<file path="config.mk">
export PLATFORM = sky130hd
export DESIGN_NAME = pattern_match_star_optional_gap
export DESIGN_NICKNAME = d
export VERILOG_FILES = /design/src/hdl/pmsog_pkg.sv /design/src/hdl/pmsog_pat.sv /design/src/hdl/pattern_match_star_optional_gap.sv
export SDC_FILE = /design/constraint.sdc
export NUM_CORES = 2
export LEC_CHECK = 0
export BUFFER_PORTS_ARGS = -buffer_cell sky130_fd_sc_hd__buf_2
export CORE_MARGIN = 2
export CORE_UTILIZATION = 31
export DETAILED_ROUTE_END_ITERATION = 12
export SKIP_LAST_GASP = 1
export SYNTH_ARGS = -nofsm -noshare
export SYNTH_HDL_FRONTEND = slang
export SYNTH_SLANG_ARGS = --single-unit
</file>
<file path="constraint.sdc">
create_clock -name clk -period 7.52 [get_ports clk]
set_input_delay 0.752 -clock clk [delete_from_list [all_inputs] [get_ports clk]]
set_output_delay 0.752 -clock clk [all_outputs]
set_load 0.03 [all_outputs]
</file>
<file path="src/hdl/pmsog_pkg.sv">
// Shared types and constants for the pattern matcher with star, optional and gap.
package pmsog_pkg;

  typedef enum logic [1:0] {
    OP_CLEAR  = 2'd0,
    OP_APPEND = 2'd1,
    OP_WORD   = 2'd2,
    OP_END    = 2'd3
  } op_t;

  typedef enum logic [1:0] {
    K_LIT  = 2'd0,
    K_GAP  = 2'd1,
    K_STAR = 2'd2,
    K_OPT  = 2'd3
  } kind_t;

  localparam logic [7:0] SYM_GAP  = 8'h7E;
  localparam logic [7:0] SYM_STAR = 8'h2A;
  localparam logic [7:0] SYM_OPT  = 8'h3F;

  typedef struct packed {
    logic       clear;
    logic       append;
    logic [7:0] sym;
  } pat_cmd_t;

endpackage

</file>
<file path="src/hdl/pmsog_pat.sv">
// Pattern store with per-position kind decode, length and overflow tracking.
module pmsog_pat #(
  parameter int MAX_PATTERN = 32,
  parameter int PW = $clog2(MAX_PATTERN + 1),
  parameter int AW = $clog2(MAX_PATTERN)
) (
  input  logic              clk,
  input  logic              rst_n,
  input  pmsog_pkg::pat_cmd_t cmd,
  input  logic [AW-1:0]     rd_addr,
  input  logic [AW-1:0]     kind_addr,
  output logic [7:0]        rd_sym,
  output pmsog_pkg::kind_t  kind,
  output logic [PW-1:0]     len,
  output logic              ovf
);
  import pmsog_pkg::*;

  logic [7:0]    mem [MAX_PATTERN];
  logic [7:0]    rd_sym_r;
  kind_t         kind_r [MAX_PATTERN];
  logic [PW-1:0] len_r;
  logic          ovf_r;
  logic          last_gap_r;
  logic          room;
  logic [AW-1:0] wr_idx;
  logic [AW-1:0] prev_idx;

  assign room     = (len_r < PW'(MAX_PATTERN));
  assign wr_idx   = len_r[AW-1:0];
  assign prev_idx = wr_idx - AW'(1);

  always_ff @(posedge clk) begin
    if (cmd.append && room) begin
      mem[wr_idx] <= cmd.sym;
    end
    rd_sym_r <= mem[rd_addr];
  end

  always_ff @(posedge clk) begin
    if (!rst_n) begin
      len_r      <= '0;
      ovf_r      <= 1'b0;
      last_gap_r <= 1'b0;
    end else if (cmd.clear) begin
      len_r      <= '0;
      ovf_r      <= 1'b0;
      last_gap_r <= 1'b0;
    end else if (cmd.append) begin
      if (room) begin
        kind_r[wr_idx] <= (cmd.sym == SYM_GAP) ? K_GAP : K_LIT;
        if (len_r != '0 && !last_gap_r) begin
          if (cmd.sym == SYM_STAR) begin
            kind_r[prev_idx] <= K_STAR;
          end else if (cmd.sym == SYM_OPT) begin
            kind_r[prev_idx] <= K_OPT;
          end
        end
        last_gap_r <= (cmd.sym == SYM_GAP);
        len_r      <= len_r + PW'(1);
      end else begin
        ovf_r <= 1'b1;
      end
    end
  end

  assign rd_sym = rd_sym_r;
  assign kind   = kind_r[kind_addr];
  assign len    = len_r;
  assign ovf    = ovf_r;

endmodule

</file>
<file path="src/hdl/pattern_match_star_optional_gap.sv">
// Top level of the whole-word matcher with star, optional and bounded gap.
//
//   port group  | direction | contents
//   in_         | request   | in_operation, in_symbol under in_valid / in_stall
//   out_        | result    | out_matched under out_valid / out_stall
//   cfg_        | write     | cfg_wr_data (max gap) under cfg_wr_en
//
// Clear and append requests are taken straight from the idle state. A word byte
// or end of word walks the pattern with one position update unit that visits the
// positions one per cycle, and the input stalls until the block is idle again.
// Reset is synchronous and active low and leaves an empty pattern, a gap limit of
// zero and a fresh word. A finished result waits while an earlier one is stalled.
module pattern_match_star_optional_gap #(
  parameter int MAX_PATTERN = 32
) (
  input  logic       clk,
  input  logic       rst_n,
  input  logic       in_valid,
  output logic       in_stall,
  input  logic [1:0] in_operation,
  input  logic [7:0] in_symbol,
  output logic       out_valid,
  input  logic       out_stall,
  output logic       out_matched,
  input  logic       cfg_wr_en,
  input  logic [7:0] cfg_wr_data
);
  import pmsog_pkg::*;

  localparam int PW = $clog2(MAX_PATTERN + 1);
  localparam int AW = $clog2(MAX_PATTERN);

  typedef enum logic [1:0] {
    S_IDLE,
    S_WALK,
    S_FIN
  } state_t;

  state_t             state_r;
  logic [PW-1:0]      p_r;
  logic               eow_r;
  logic [7:0]         sym_r;
  logic [7:0]         max_gap_r;
  logic               match_r;
  logic               out_valid_r;
  logic               out_matched_r;
  logic [MAX_PATTERN:0] cur_act_r;
  logic [MAX_PATTERN:0] nxt_act_r;
  logic [7:0]         cur_cnt_r [MAX_PATTERN];
  logic [7:0]         nxt_cnt_r [MAX_PATTERN];

  pat_cmd_t           cmd;
  logic [PW-1:0]      p1;
  logic [PW-1:0]      p2;
  logic               p1_slot;
  logic               p2_slot;
  logic [AW-1:0]      rd_addr;
  logic [7:0]         pat_sym;
  kind_t              pat_kind;
  logic [PW-1:0]      pat_len;
  logic               pat_ovf;
  logic               accept;
  logic [7:0]         cnt;
  logic               sym_eq;

  assign accept     = in_valid && (state_r == S_IDLE);
  assign in_stall   = (state_r != S_IDLE);
  assign cmd.clear  = accept && (op_t'(in_operation) == OP_CLEAR);
  assign cmd.append = accept && (op_t'(in_operation) == OP_APPEND);
  assign cmd.sym    = in_symbol;
  assign p1         = p_r + PW'(1);
  assign p2         = p_r + PW'(2);
  assign p1_slot    = (p1 < PW'(MAX_PATTERN));
  assign p2_slot    = (p2 < PW'(MAX_PATTERN));
  assign rd_addr    = (state_r == S_IDLE) ? '0 : p1[AW-1:0];
  assign cnt        = cur_cnt_r[p_r[AW-1:0]];
  assign sym_eq     = (pat_sym == sym_r);

  pmsog_pat #(
    .MAX_PATTERN(MAX_PATTERN),
    .PW(PW),
    .AW(AW)
  ) u_pat (
    .clk      (clk),
    .rst_n    (rst_n),
    .cmd      (cmd),
    .rd_addr  (rd_addr),
    .kind_addr(p_r[AW-1:0]),
    .rd_sym   (pat_sym),
    .kind     (pat_kind),
    .len      (pat_len),
    .ovf      (pat_ovf)
  );

  always_ff @(posedge clk) begin
    if (!rst_n) begin
      state_r     <= S_IDLE;
      p_r         <= '0;
      eow_r       <= 1'b0;
      max_gap_r   <= '0;
      out_valid_r <= 1'b0;
      cur_act_r   <= (MAX_PATTERN+1)'(1);
      nxt_act_r   <= '0;
      for (int i = 0; i < MAX_PATTERN; i++) begin
        cur_cnt_r[i] <= '0;
      end
    end else begin
      if (cfg_wr_en) begin
        max_gap_r <= cfg_wr_data;
      end
      if (out_valid_r && !out_stall && state_r != S_FIN) begin
        out_valid_r <= 1'b0;
      end
      case (state_r)
        S_IDLE: begin
          if (accept) begin
            case (op_t'(in_operation))
              OP_CLEAR: begin
                cur_act_r <= (MAX_PATTERN+1)'(1);
                for (int i = 0; i < MAX_PATTERN; i++) begin
                  cur_cnt_r[i] <= '0;
                end
              end
              OP_APPEND: begin
              end
              default: begin
                eow_r     <= (op_t'(in_operation) == OP_END);
                sym_r     <= in_symbol;
                nxt_act_r <= '0;
                p_r       <= '0;
                state_r   <= S_WALK;
              end
            endcase
          end
        end
        S_WALK: begin
          if (p_r == pat_len) begin
            if (eow_r) begin
              match_r   <= cur_act_r[p_r] && !pat_ovf;
              cur_act_r <= (MAX_PATTERN+1)'(1);
              for (int i = 0; i < MAX_PATTERN; i++) begin
                cur_cnt_r[i] <= '0;
              end
              state_r <= S_FIN;
            end else begin
              cur_act_r <= nxt_act_r;
              cur_cnt_r <= nxt_cnt_r;
              state_r   <= S_IDLE;
            end
          end else begin
            if (cur_act_r[p_r]) begin
              case (pat_kind)
                K_GAP: begin
                  cur_act_r[p1] <= 1'b1;
                  if (p1_slot) begin
                    cur_cnt_r[p1[AW-1:0]] <= '0;
                  end
                end
                K_STAR, K_OPT: begin
                  cur_act_r[p2] <= 1'b1;
                  if (p2_slot) begin
                    cur_cnt_r[p2[AW-1:0]] <= '0;
                  end
                end
                default: begin
                end
              endcase
              if (!eow_r) begin
                case (pat_kind)
                  K_GAP: begin
                    if (cnt < max_gap_r) begin
                      if (!nxt_act_r[p_r]) begin
                        nxt_cnt_r[p_r[AW-1:0]] <= cnt + 8'd1;
                      end
                      nxt_act_r[p_r] <= 1'b1;
                    end
                  end
                  K_STAR: begin
                    if (sym_eq) begin
                      nxt_act_r[p_r] <= 1'b1;
                      nxt_cnt_r[p_r[AW-1:0]] <= '0;
                    end
                  end
                  K_OPT: begin
                    if (sym_eq) begin
                      nxt_act_r[p2] <= 1'b1;
                      if (p2_slot) begin
                        nxt_cnt_r[p2[AW-1:0]] <= '0;
                      end
                    end
                  end
                  default: begin
                    if (sym_eq) begin
                      nxt_act_r[p1] <= 1'b1;
                      if (p1_slot) begin
                        nxt_cnt_r[p1[AW-1:0]] <= '0;
                      end
                    end
                  end
                endcase
              end
            end
            p_r <= p1;
          end
        end
        S_FIN: begin
          if (!out_valid_r || !out_stall) begin
            out_valid_r   <= 1'b1;
            out_matched_r <= match_r;
            state_r       <= S_IDLE;
          end
        end
        default: begin
          state_r <= S_IDLE;
        end
      endcase
    end
  end

  assign out_valid   = out_valid_r;
  assign out_matched = out_matched_r;

`ifndef SYNTHESIS
  a_walk_bound: assert property (@(posedge clk) disable iff (!rst_n)
    (state_r == S_WALK) |-> (p_r <= pat_len))
    else $error("position pointer ran past the pattern end");

  a_clear: assert property (@(posedge clk) disable iff (!rst_n)
    (accept && op_t'(in_operation) == OP_CLEAR) |=> (pat_len == '0 && !pat_ovf))
    else $error("clear did not empty the pattern");

  a_ovf_full: assert property (@(posedge clk) disable iff (!rst_n)
    pat_ovf |-> (pat_len == PW'(MAX_PATTERN)))
    else $error("overflow flagged with room left");

  a_walk_start: assert property (@(posedge clk) disable iff (!rst_n)
    (accept && (op_t'(in_operation) == OP_WORD || op_t'(in_operation) == OP_END))
      |=> (state_r == S_WALK && p_r == '0))
    else $error("word request did not start a walk at position zero");
`endif

endmodule

</file>
## Word-level counts from Yosys, hierarchy flattened

Memory sizes are Yosys's and may differ from the RTL's. A register that Yosys moved wholly into a read port is not among the register bits.
Cells that the tools add are included.

| operators by class | value |
|---|---|
| equality and inequality tests | 34 |
| order comparisons | 16 |
| add/subtract/negate cells | 5 |
| bitwise operators | 22 |
| multiplexer cells | 95 |
| reduce and logical (&&, ||, !) cells | 41 |

Operator list:

| operator | number |
|---|---|
| 256-bit two-way mux | 14 |
| 256-bit AND | 5 |
| 256-bit one-hot mux with 2 select lines | 2 |
| 256-bit inverter | 3 |
| 256-bit one-hot mux with 3 select lines | 1 |
| 33-bit two-way mux | 14 |
| 256-bit bitwise mux | 1 |
| 33-bit one-hot mux with 2 select lines | 3 |
| 33-bit OR | 5 |
| 8-bit demux with 5-bit select | 3 |
| 33-bit one-hot mux with 3 select lines | 1 |
| 8-bit binary-select mux with 5-bit select | 1 |
| 8-bit two-way mux | 5 |
| 1-bit two-way mux | 31 |
| 2-bit != test, second input constant | 13 |
| 6-bit by 7-bit < comparator with 1-bit output, second input constant | 3 |
| 1-bit demux with 6-bit select | 3 |
| 6-bit by 1-bit greater-or-equal comparator with 1-bit output, second input constant | 3 |
| 6-bit greater-or-equal comparator, second input constant | 3 |
| 6-bit by 1-bit < comparator with 1-bit output, second input constant | 3 |
| 6-bit < comparator, second input constant | 3 |
| 6-bit two-way mux | 3 |
| 5-bit inverter with 6-bit output | 3 |
| 8-bit by 6-bit equality test with 1-bit output, second input constant | 2 |
| 36 further kinds | 85 |

| storage, ports and cells | value |
|---|---|
| bits of input ports | 23 |
| memory bits (writable) | 320 |
| logic and storage cells | 292 |
| memories kept | 2 |
| register bits | 614 |

Memory list:

| name | words | width | read ports | clocked after memory_dff | write ports | RTL line | RTL |
|---|---|---|---|---|---|---|---|
| u_pat.mem | 32 | 8 | 1 | 1 | 1 | pmsog_pat.sv:19 | `logic [7:0] mem [MAX_PATTERN];` |
| u_pat.kind_r | 32 | 2 | 1 | 1 | 2 | pmsog_pat.sv:21 | `kind_t kind_r [MAX_PATTERN];` |

## Depth between registers and ports, before layout

| depth | value |
|---|---|
| depth in word-level cells | 13 |
| mapped depth | 18 |

## Cells and area by module

Synthesis repeated with hierarchy kept, for this count alone.

| unflattened totals | value |
|---|---|
| cell total of the unflattened synthesis | 3,606 |
| area total of the unflattened synthesis | 42,523.3 um^2 |

By module, submodules not included:

| module | area each (um^2) | times used | seq. area each (um^2) | cells each |
|---|---|---|---|---|
| pattern_match_star_optional_gap | 28,657.5 | 1 | 14,794.2 | 2,778 |
| pmsog_pat | 13,865.8 | 1 | 9,609.2 | 828 |

## Worst setup path after synthesis

Ideal clock, no wire load.

| path | value |
|---|---|
| path kind | register to register |
| from | register (tool-made name) |
| to | register nxt_cnt_r[192] (netlist name) (enable) |
| library setup time | 0.419 ns |
| path buffers | 4 |
| data arrival time | 5.444 ns |
| stages on the path, launching flop included | 15 |
| slack | 1.657 ns |
| period minus slack after synthesis | 5.863 ns |
| cells stage by stage | dfxtp_1 clkbuf_1 buf_1 mux4_2 mux4_2 mux2i_1 inv_1 ha_1 clkbuf_1 nor2_1 a22oi_1 nor4b_1 nand4_1 buf_4 a2111oi_0 |

RTL lines:

| element | RTL line | RTL |
|---|---|---|
| to (signal, indexed assignment) | pattern_match_star_optional_gap.sv:173 | `nxt_cnt_r[p_r[AW-1:0]] <= cnt + 8'd1;` |
| to (decl) | pattern_match_star_optional_gap.sv:50 | `logic [7:0] nxt_cnt_r [MAX_PATTERN];` |

==> impl_metrics.env <==
export IMPL_rsz0062_at_grt="false"
export IMPL_wirelength_um=144000
export IMPL_cts_root_buf="clkbuf_16"
export IMPL_drtIter0Drc=4483
export IMPL_p_total_mw=11.4
export IMPL_vias=33030
export IMPL_post_cts_buffers=0
export IMPL_crit_fanout=35
export IMPL_pwr_share_seq=0.489
export IMPL_dieArea_sq_um=145000
export IMPL_hp_class="input pin to flop"
export IMPL_cts_sinks=947
export IMPL_grt_overflow=0
export IMPL_viasPerCell=5.81
export IMPL_firstDrtPassIters=6
export IMPL_fillers=13953
export IMPL_max_stage_delay_ps=1030
export IMPL_cts_buffers=95
export IMPL_ys_types=91
export IMPL_gp_congestion=0.981
export IMPL_top_usage_layer="met2"
export IMPL_drive_gt1_frac=0.140
export IMPL_slew_viol_final=0
export IMPL_grt_usage=0.192
export IMPL_power_leakage_nw=15.8
export IMPL_synthesis_area_sq_um=44000
export IMPL_drc=0
export IMPL_detail_route_wl_per_cell_um=25.3
export IMPL_setup_viol=0
export IMPL_yosys_warnings=0
export IMPL_dpl_hpwl_um=94300
export IMPL_hold_depth=3
export IMPL_die_h_um=381
export IMPL_synth_seq_cells=947
export IMPL_clkTransAtPathRegs_ps=70
export IMPL_hp_start="cfg_wr_data[4]"
export IMPL_ios=26
export IMPL_worstPathRequired_ps=7810
export IMPL_outcome="complete, no violations"
export IMPL_worst_path_most_repeated_cell="buf_4"
export IMPL_die_w_um=381
export IMPL_crit_type="flop to flop"
export IMPL_fin_cells=5688
export IMPL_crit_path_start_kind="flop"
export IMPL_synth_edff_count=554
export IMPL_syn_area_per_cell_sq_um=11.6
export IMPL_path_delay_family="multiplexers"
export IMPL_crit_chain="buf_4 -> mux4_2 -> mux4_2 -> mux2i_1 -> inv_1 -> ha_1 -> buf_4 -> nor2_4 -> a22oi_1 -> nor4b_1 -> nand4_1 -> buf_4 -> a2111oi_2"
export IMPL_slew_headroom=0.0962
export IMPL_min_period_over_period=0.823
export IMPL_grt_pass1_wl_um=211000
export IMPL_synthCells=3797
export IMPL_netlist_top_cell_by_area="edfxtp_1"
export IMPL_p_int_mw=8.71
export IMPL_antenna_diode_count=0
export IMPL_reg2regPathDepth=13
export IMPL_placed_cells=5509
export IMPL_core_rowCount=138
export IMPL_grt_util_met3=0.0405
export IMPL_ir_worst_vdd_mv=0.254
export IMPL_postRouteAntennaNets=0
export IMPL_share_comb_of_total_power=0.069
export IMPL_cts_max_level=3
export IMPL_power_frac_clock=0.442
export IMPL_grt_max_degree=111
export IMPL_worst_path_buf_inv=4
export IMPL_critPathSlowestCell="a2111oi_2"
export IMPL_clock_fmax_ghz=0.162
export IMPL_p_sw_mw=2.73
export IMPL_grt_pass1_vias=31138
export IMPL_setup_tns_ps=0
export IMPL_cts_hold_buf=0
export IMPL_swShare=0.239
export IMPL_io_buffers=25
export IMPL_antenna_found_initial=3
export IMPL_finClkSkew_ps=50.8
export IMPL_r2r_end="nxt_cnt_r[195]"
export IMPL_synthFlopType="edfxtp_1"
export IMPL_regToRegSetupSlack_ps=1330
export IMPL_ys_seq_area_frac=0.557
export IMPL_synth_top_area_share=0.378
export IMPL_initial_core_util=0.312
export IMPL_endpoint_kind="flop"
export IMPL_worstPathArrival_ps=6480
export IMPL_cts_resized_gates=0
export IMPL_clock_path_buffers=3
export IMPL_grtUsageMet2=0.295
export IMPL_worst_pin_slew_ps=1350
export IMPL_syn_num_nets=3848
export IMPL_use_met1=0.260
export IMPL_areaGrowthSynthToFinish_pct=11.9
export IMPL_nets=3767
export IMPL_core_sq_um=141000
export IMPL_hold_viol_final=0
export IMPL_power_density_nw_per_um2=232
export IMPL_synthTopCellsByArea="edfxtp_1 (38%), dfxtp_1 (18%), a22o_1 (5.3%), nand2_1 (4.2%), mux4_2 (4.0%)"
export IMPL_async_flop_share=0
export IMPL_final_min_clock_period_ps=6190
export IMPL_clk_insertion_delay_late_ps=730
export IMPL_cts_tree="done"
export IMPL_drv_cap=0
export IMPL_min_delay_worst_endpoint="max_gap_r[4]"
[synth_stat cells, types with 10 or more instances]
| library cell | n |
|---|---|
| a211oi_1 | 22 |
| a2111oi_2 | 30 |
| and2_1 | 21 |
| a32oi_1 | 13 |
| a211oi_2 | 18 |
| mux4_2 | 79 |
| nand2b_1 | 12 |
| xor2_1 | 19 |
| ha_1 | 28 |
| nand3_1 | 69 |
| o31ai_2 | 26 |
| o32ai_2 | 10 |
| nand4_1 | 17 |
| o211ai_1 | 32 |
| nor2b_1 | 35 |
| o21ai_1 | 85 |
| o21ai_0 | 284 |
| a21oi_1 | 100 |
| inv_1 | 69 |
| or3_1 | 38 |
| buf_1 | 17 |
| and3_1 | 16 |
| o31ai_1 | 26 |
| a221oi_1 | 12 |
| nand2_1 | 490 |
| edfxtp_1 | 554 |
| buf_2 | 67 |
| a31oi_1 | 17 |
| a21boi_4 | 28 |
| o22ai_1 | 167 |
| buf_6 | 26 |
| a211o_1 | 15 |
| dfxtp_1 | 393 |
| mux2i_1 | 146 |
| a22oi_1 | 19 |
| clkbuf_1 | 169 |
| o32ai_1 | 10 |
| nor2_1 | 129 |
| nor4_1 | 35 |
| buf_4 | 10 |
| xnor2_1 | 11 |
| nor3_1 | 30 |
| a22o_1 | 265 |
[placed cells by master (no fill, tap or decap), types with 17 or more instances in the layout]
cell type | Yosys | routed
mux4_2 | 79 | 79
a21oi_1 | 100 | 98
nand4_1 | 17 | 17
o31ai_2 | 26 | 26
mux2i_1 | 146 | 146
o31ai_1 | 26 | 26
ha_1 | 28 | 27
xor2_1 | 19 | 17
nor2_1 | 129 | 128
o22ai_1 | 167 | 167
a21boi_4 | 28 | 28
a211oi_2 | 18 | 17
clkbuf_1 | 169 | 21
or3_1 | 38 | 38
and2_1 | 21 | 21
a22oi_1 | 19 | 19
clkbuf_16 | 0 | 96
nand3_1 | 69 | 69
nand2_1 | 490 | 488
o21ai_0 | 284 | 284
a2111oi_2 | 30 | 32
dfxtp_1 | 393 | 388
a22o_1 | 265 | 265
a211oi_1 | 22 | 22
edfxtp_1 | 554 | 554
nor2b_1 | 35 | 31
buf_2 | 67 | 25
inv_1 | 69 | 69
buf_4 | 10 | 87
nor3_1 | 30 | 29
o211ai_1 | 32 | 32
a31oi_1 | 17 | 17
nor4_1 | 35 | 33
o21ai_1 | 85 | 85
[power by group through the flow]
stage	clock (mW)	sequential [mW]	combinational (mW)
after floorplan	0	5.67	0.518
after global placement	0	5.71	0.764
after detailed placement	0	5.70	0.771
after CTS	5.11	5.59	0.773
after global routing	5.32	5.60	0.833
final	5.05	5.59	0.789
[area by class of cell]
cell class | count | area (sq um) | share of cell area
clock buffers | 128 | 2630 | 0.0535
clock inverters | 51 | 663 | 0.0135
inverters | 72 | 270 | 0.00549
multi-input cells | 2486 | 17900 | 0.365
flip-flops and latches | 947 | 24500 | 0.498
well taps | 1890 | 2360 | 0.0481
repair buffers | 114 | 818 | 0.0166
[stage by stage]
stage / area (sq um) / worst slack (ps) / hold slack, ps / util
after global placement: 45900 / 1490 / 408 / 0.325
after global routing: 49200 / 994 / 293 / 0.349
final: 49200 / 1330 / 315 / 0.349
after CTS: 49200 / 1440 / 283 / 0.349
after detailed placement: 45900 / 1490 / 416 / 0.325
after floorplan: 44000 / 1660 / 400 / -
[kinds of logic (layout without fill, tap and decap cells)]
family,Yosys count,after routing,synth area share
and+or+nand+nor,943,943,0.0996
buffers and inverters,364,365,0.0388
muxes,225,225,0.0737
DFF,947,947,0.557
AOI/OAI and AO/OA,1255,1255,0.215
adders and majority gates,28,28,0.00797
xor gates and xnor gates,35,35,0.00783
[tightest hold or removal path: stages]
cell,delay (ps)
buf_2,70
mux2i_1,60
nor2b_1,90
[state kept, by name (all words and copies together) (netlist names), 8 cells and up, named ones only]
signal / flops
cur_act_r: 33
cur_cnt_r: 256
max_gap_r: 8
nxt_act_r: 33
nxt_cnt_r: 256
sym_r: 8
u_pat.kind_r: 64
u_pat.mem: 256
u_pat.rd_sym: 8
[per-layer routing]
layer,vias up,share of wire
met4,2,0.047
met5,-,0.000097
met3,377,0.097
met1,16336,0.41
li1,14490,-
met2,1825,0.44
[worst max path at each step]
stage / startpoint / endpoint / slack [ps] / cells after the start
2_1_floorplan: flop / nxt_cnt_r[192] / 1660 / 14
5_1_grt: flop / cur_act_r[4] / 990 / 12
3_3_place_gp: flop / nxt_cnt_r[13] / 1490 / 13
6_report: flop / nxt_cnt_r[195] / 1330 / 13
4_1_cts: flop / nxt_cnt_r[195] / 1440 / 13
3_5_place_dp: flop / nxt_cnt_r[195] / 1490 / 13
Power figures use the tool's default switching activity.
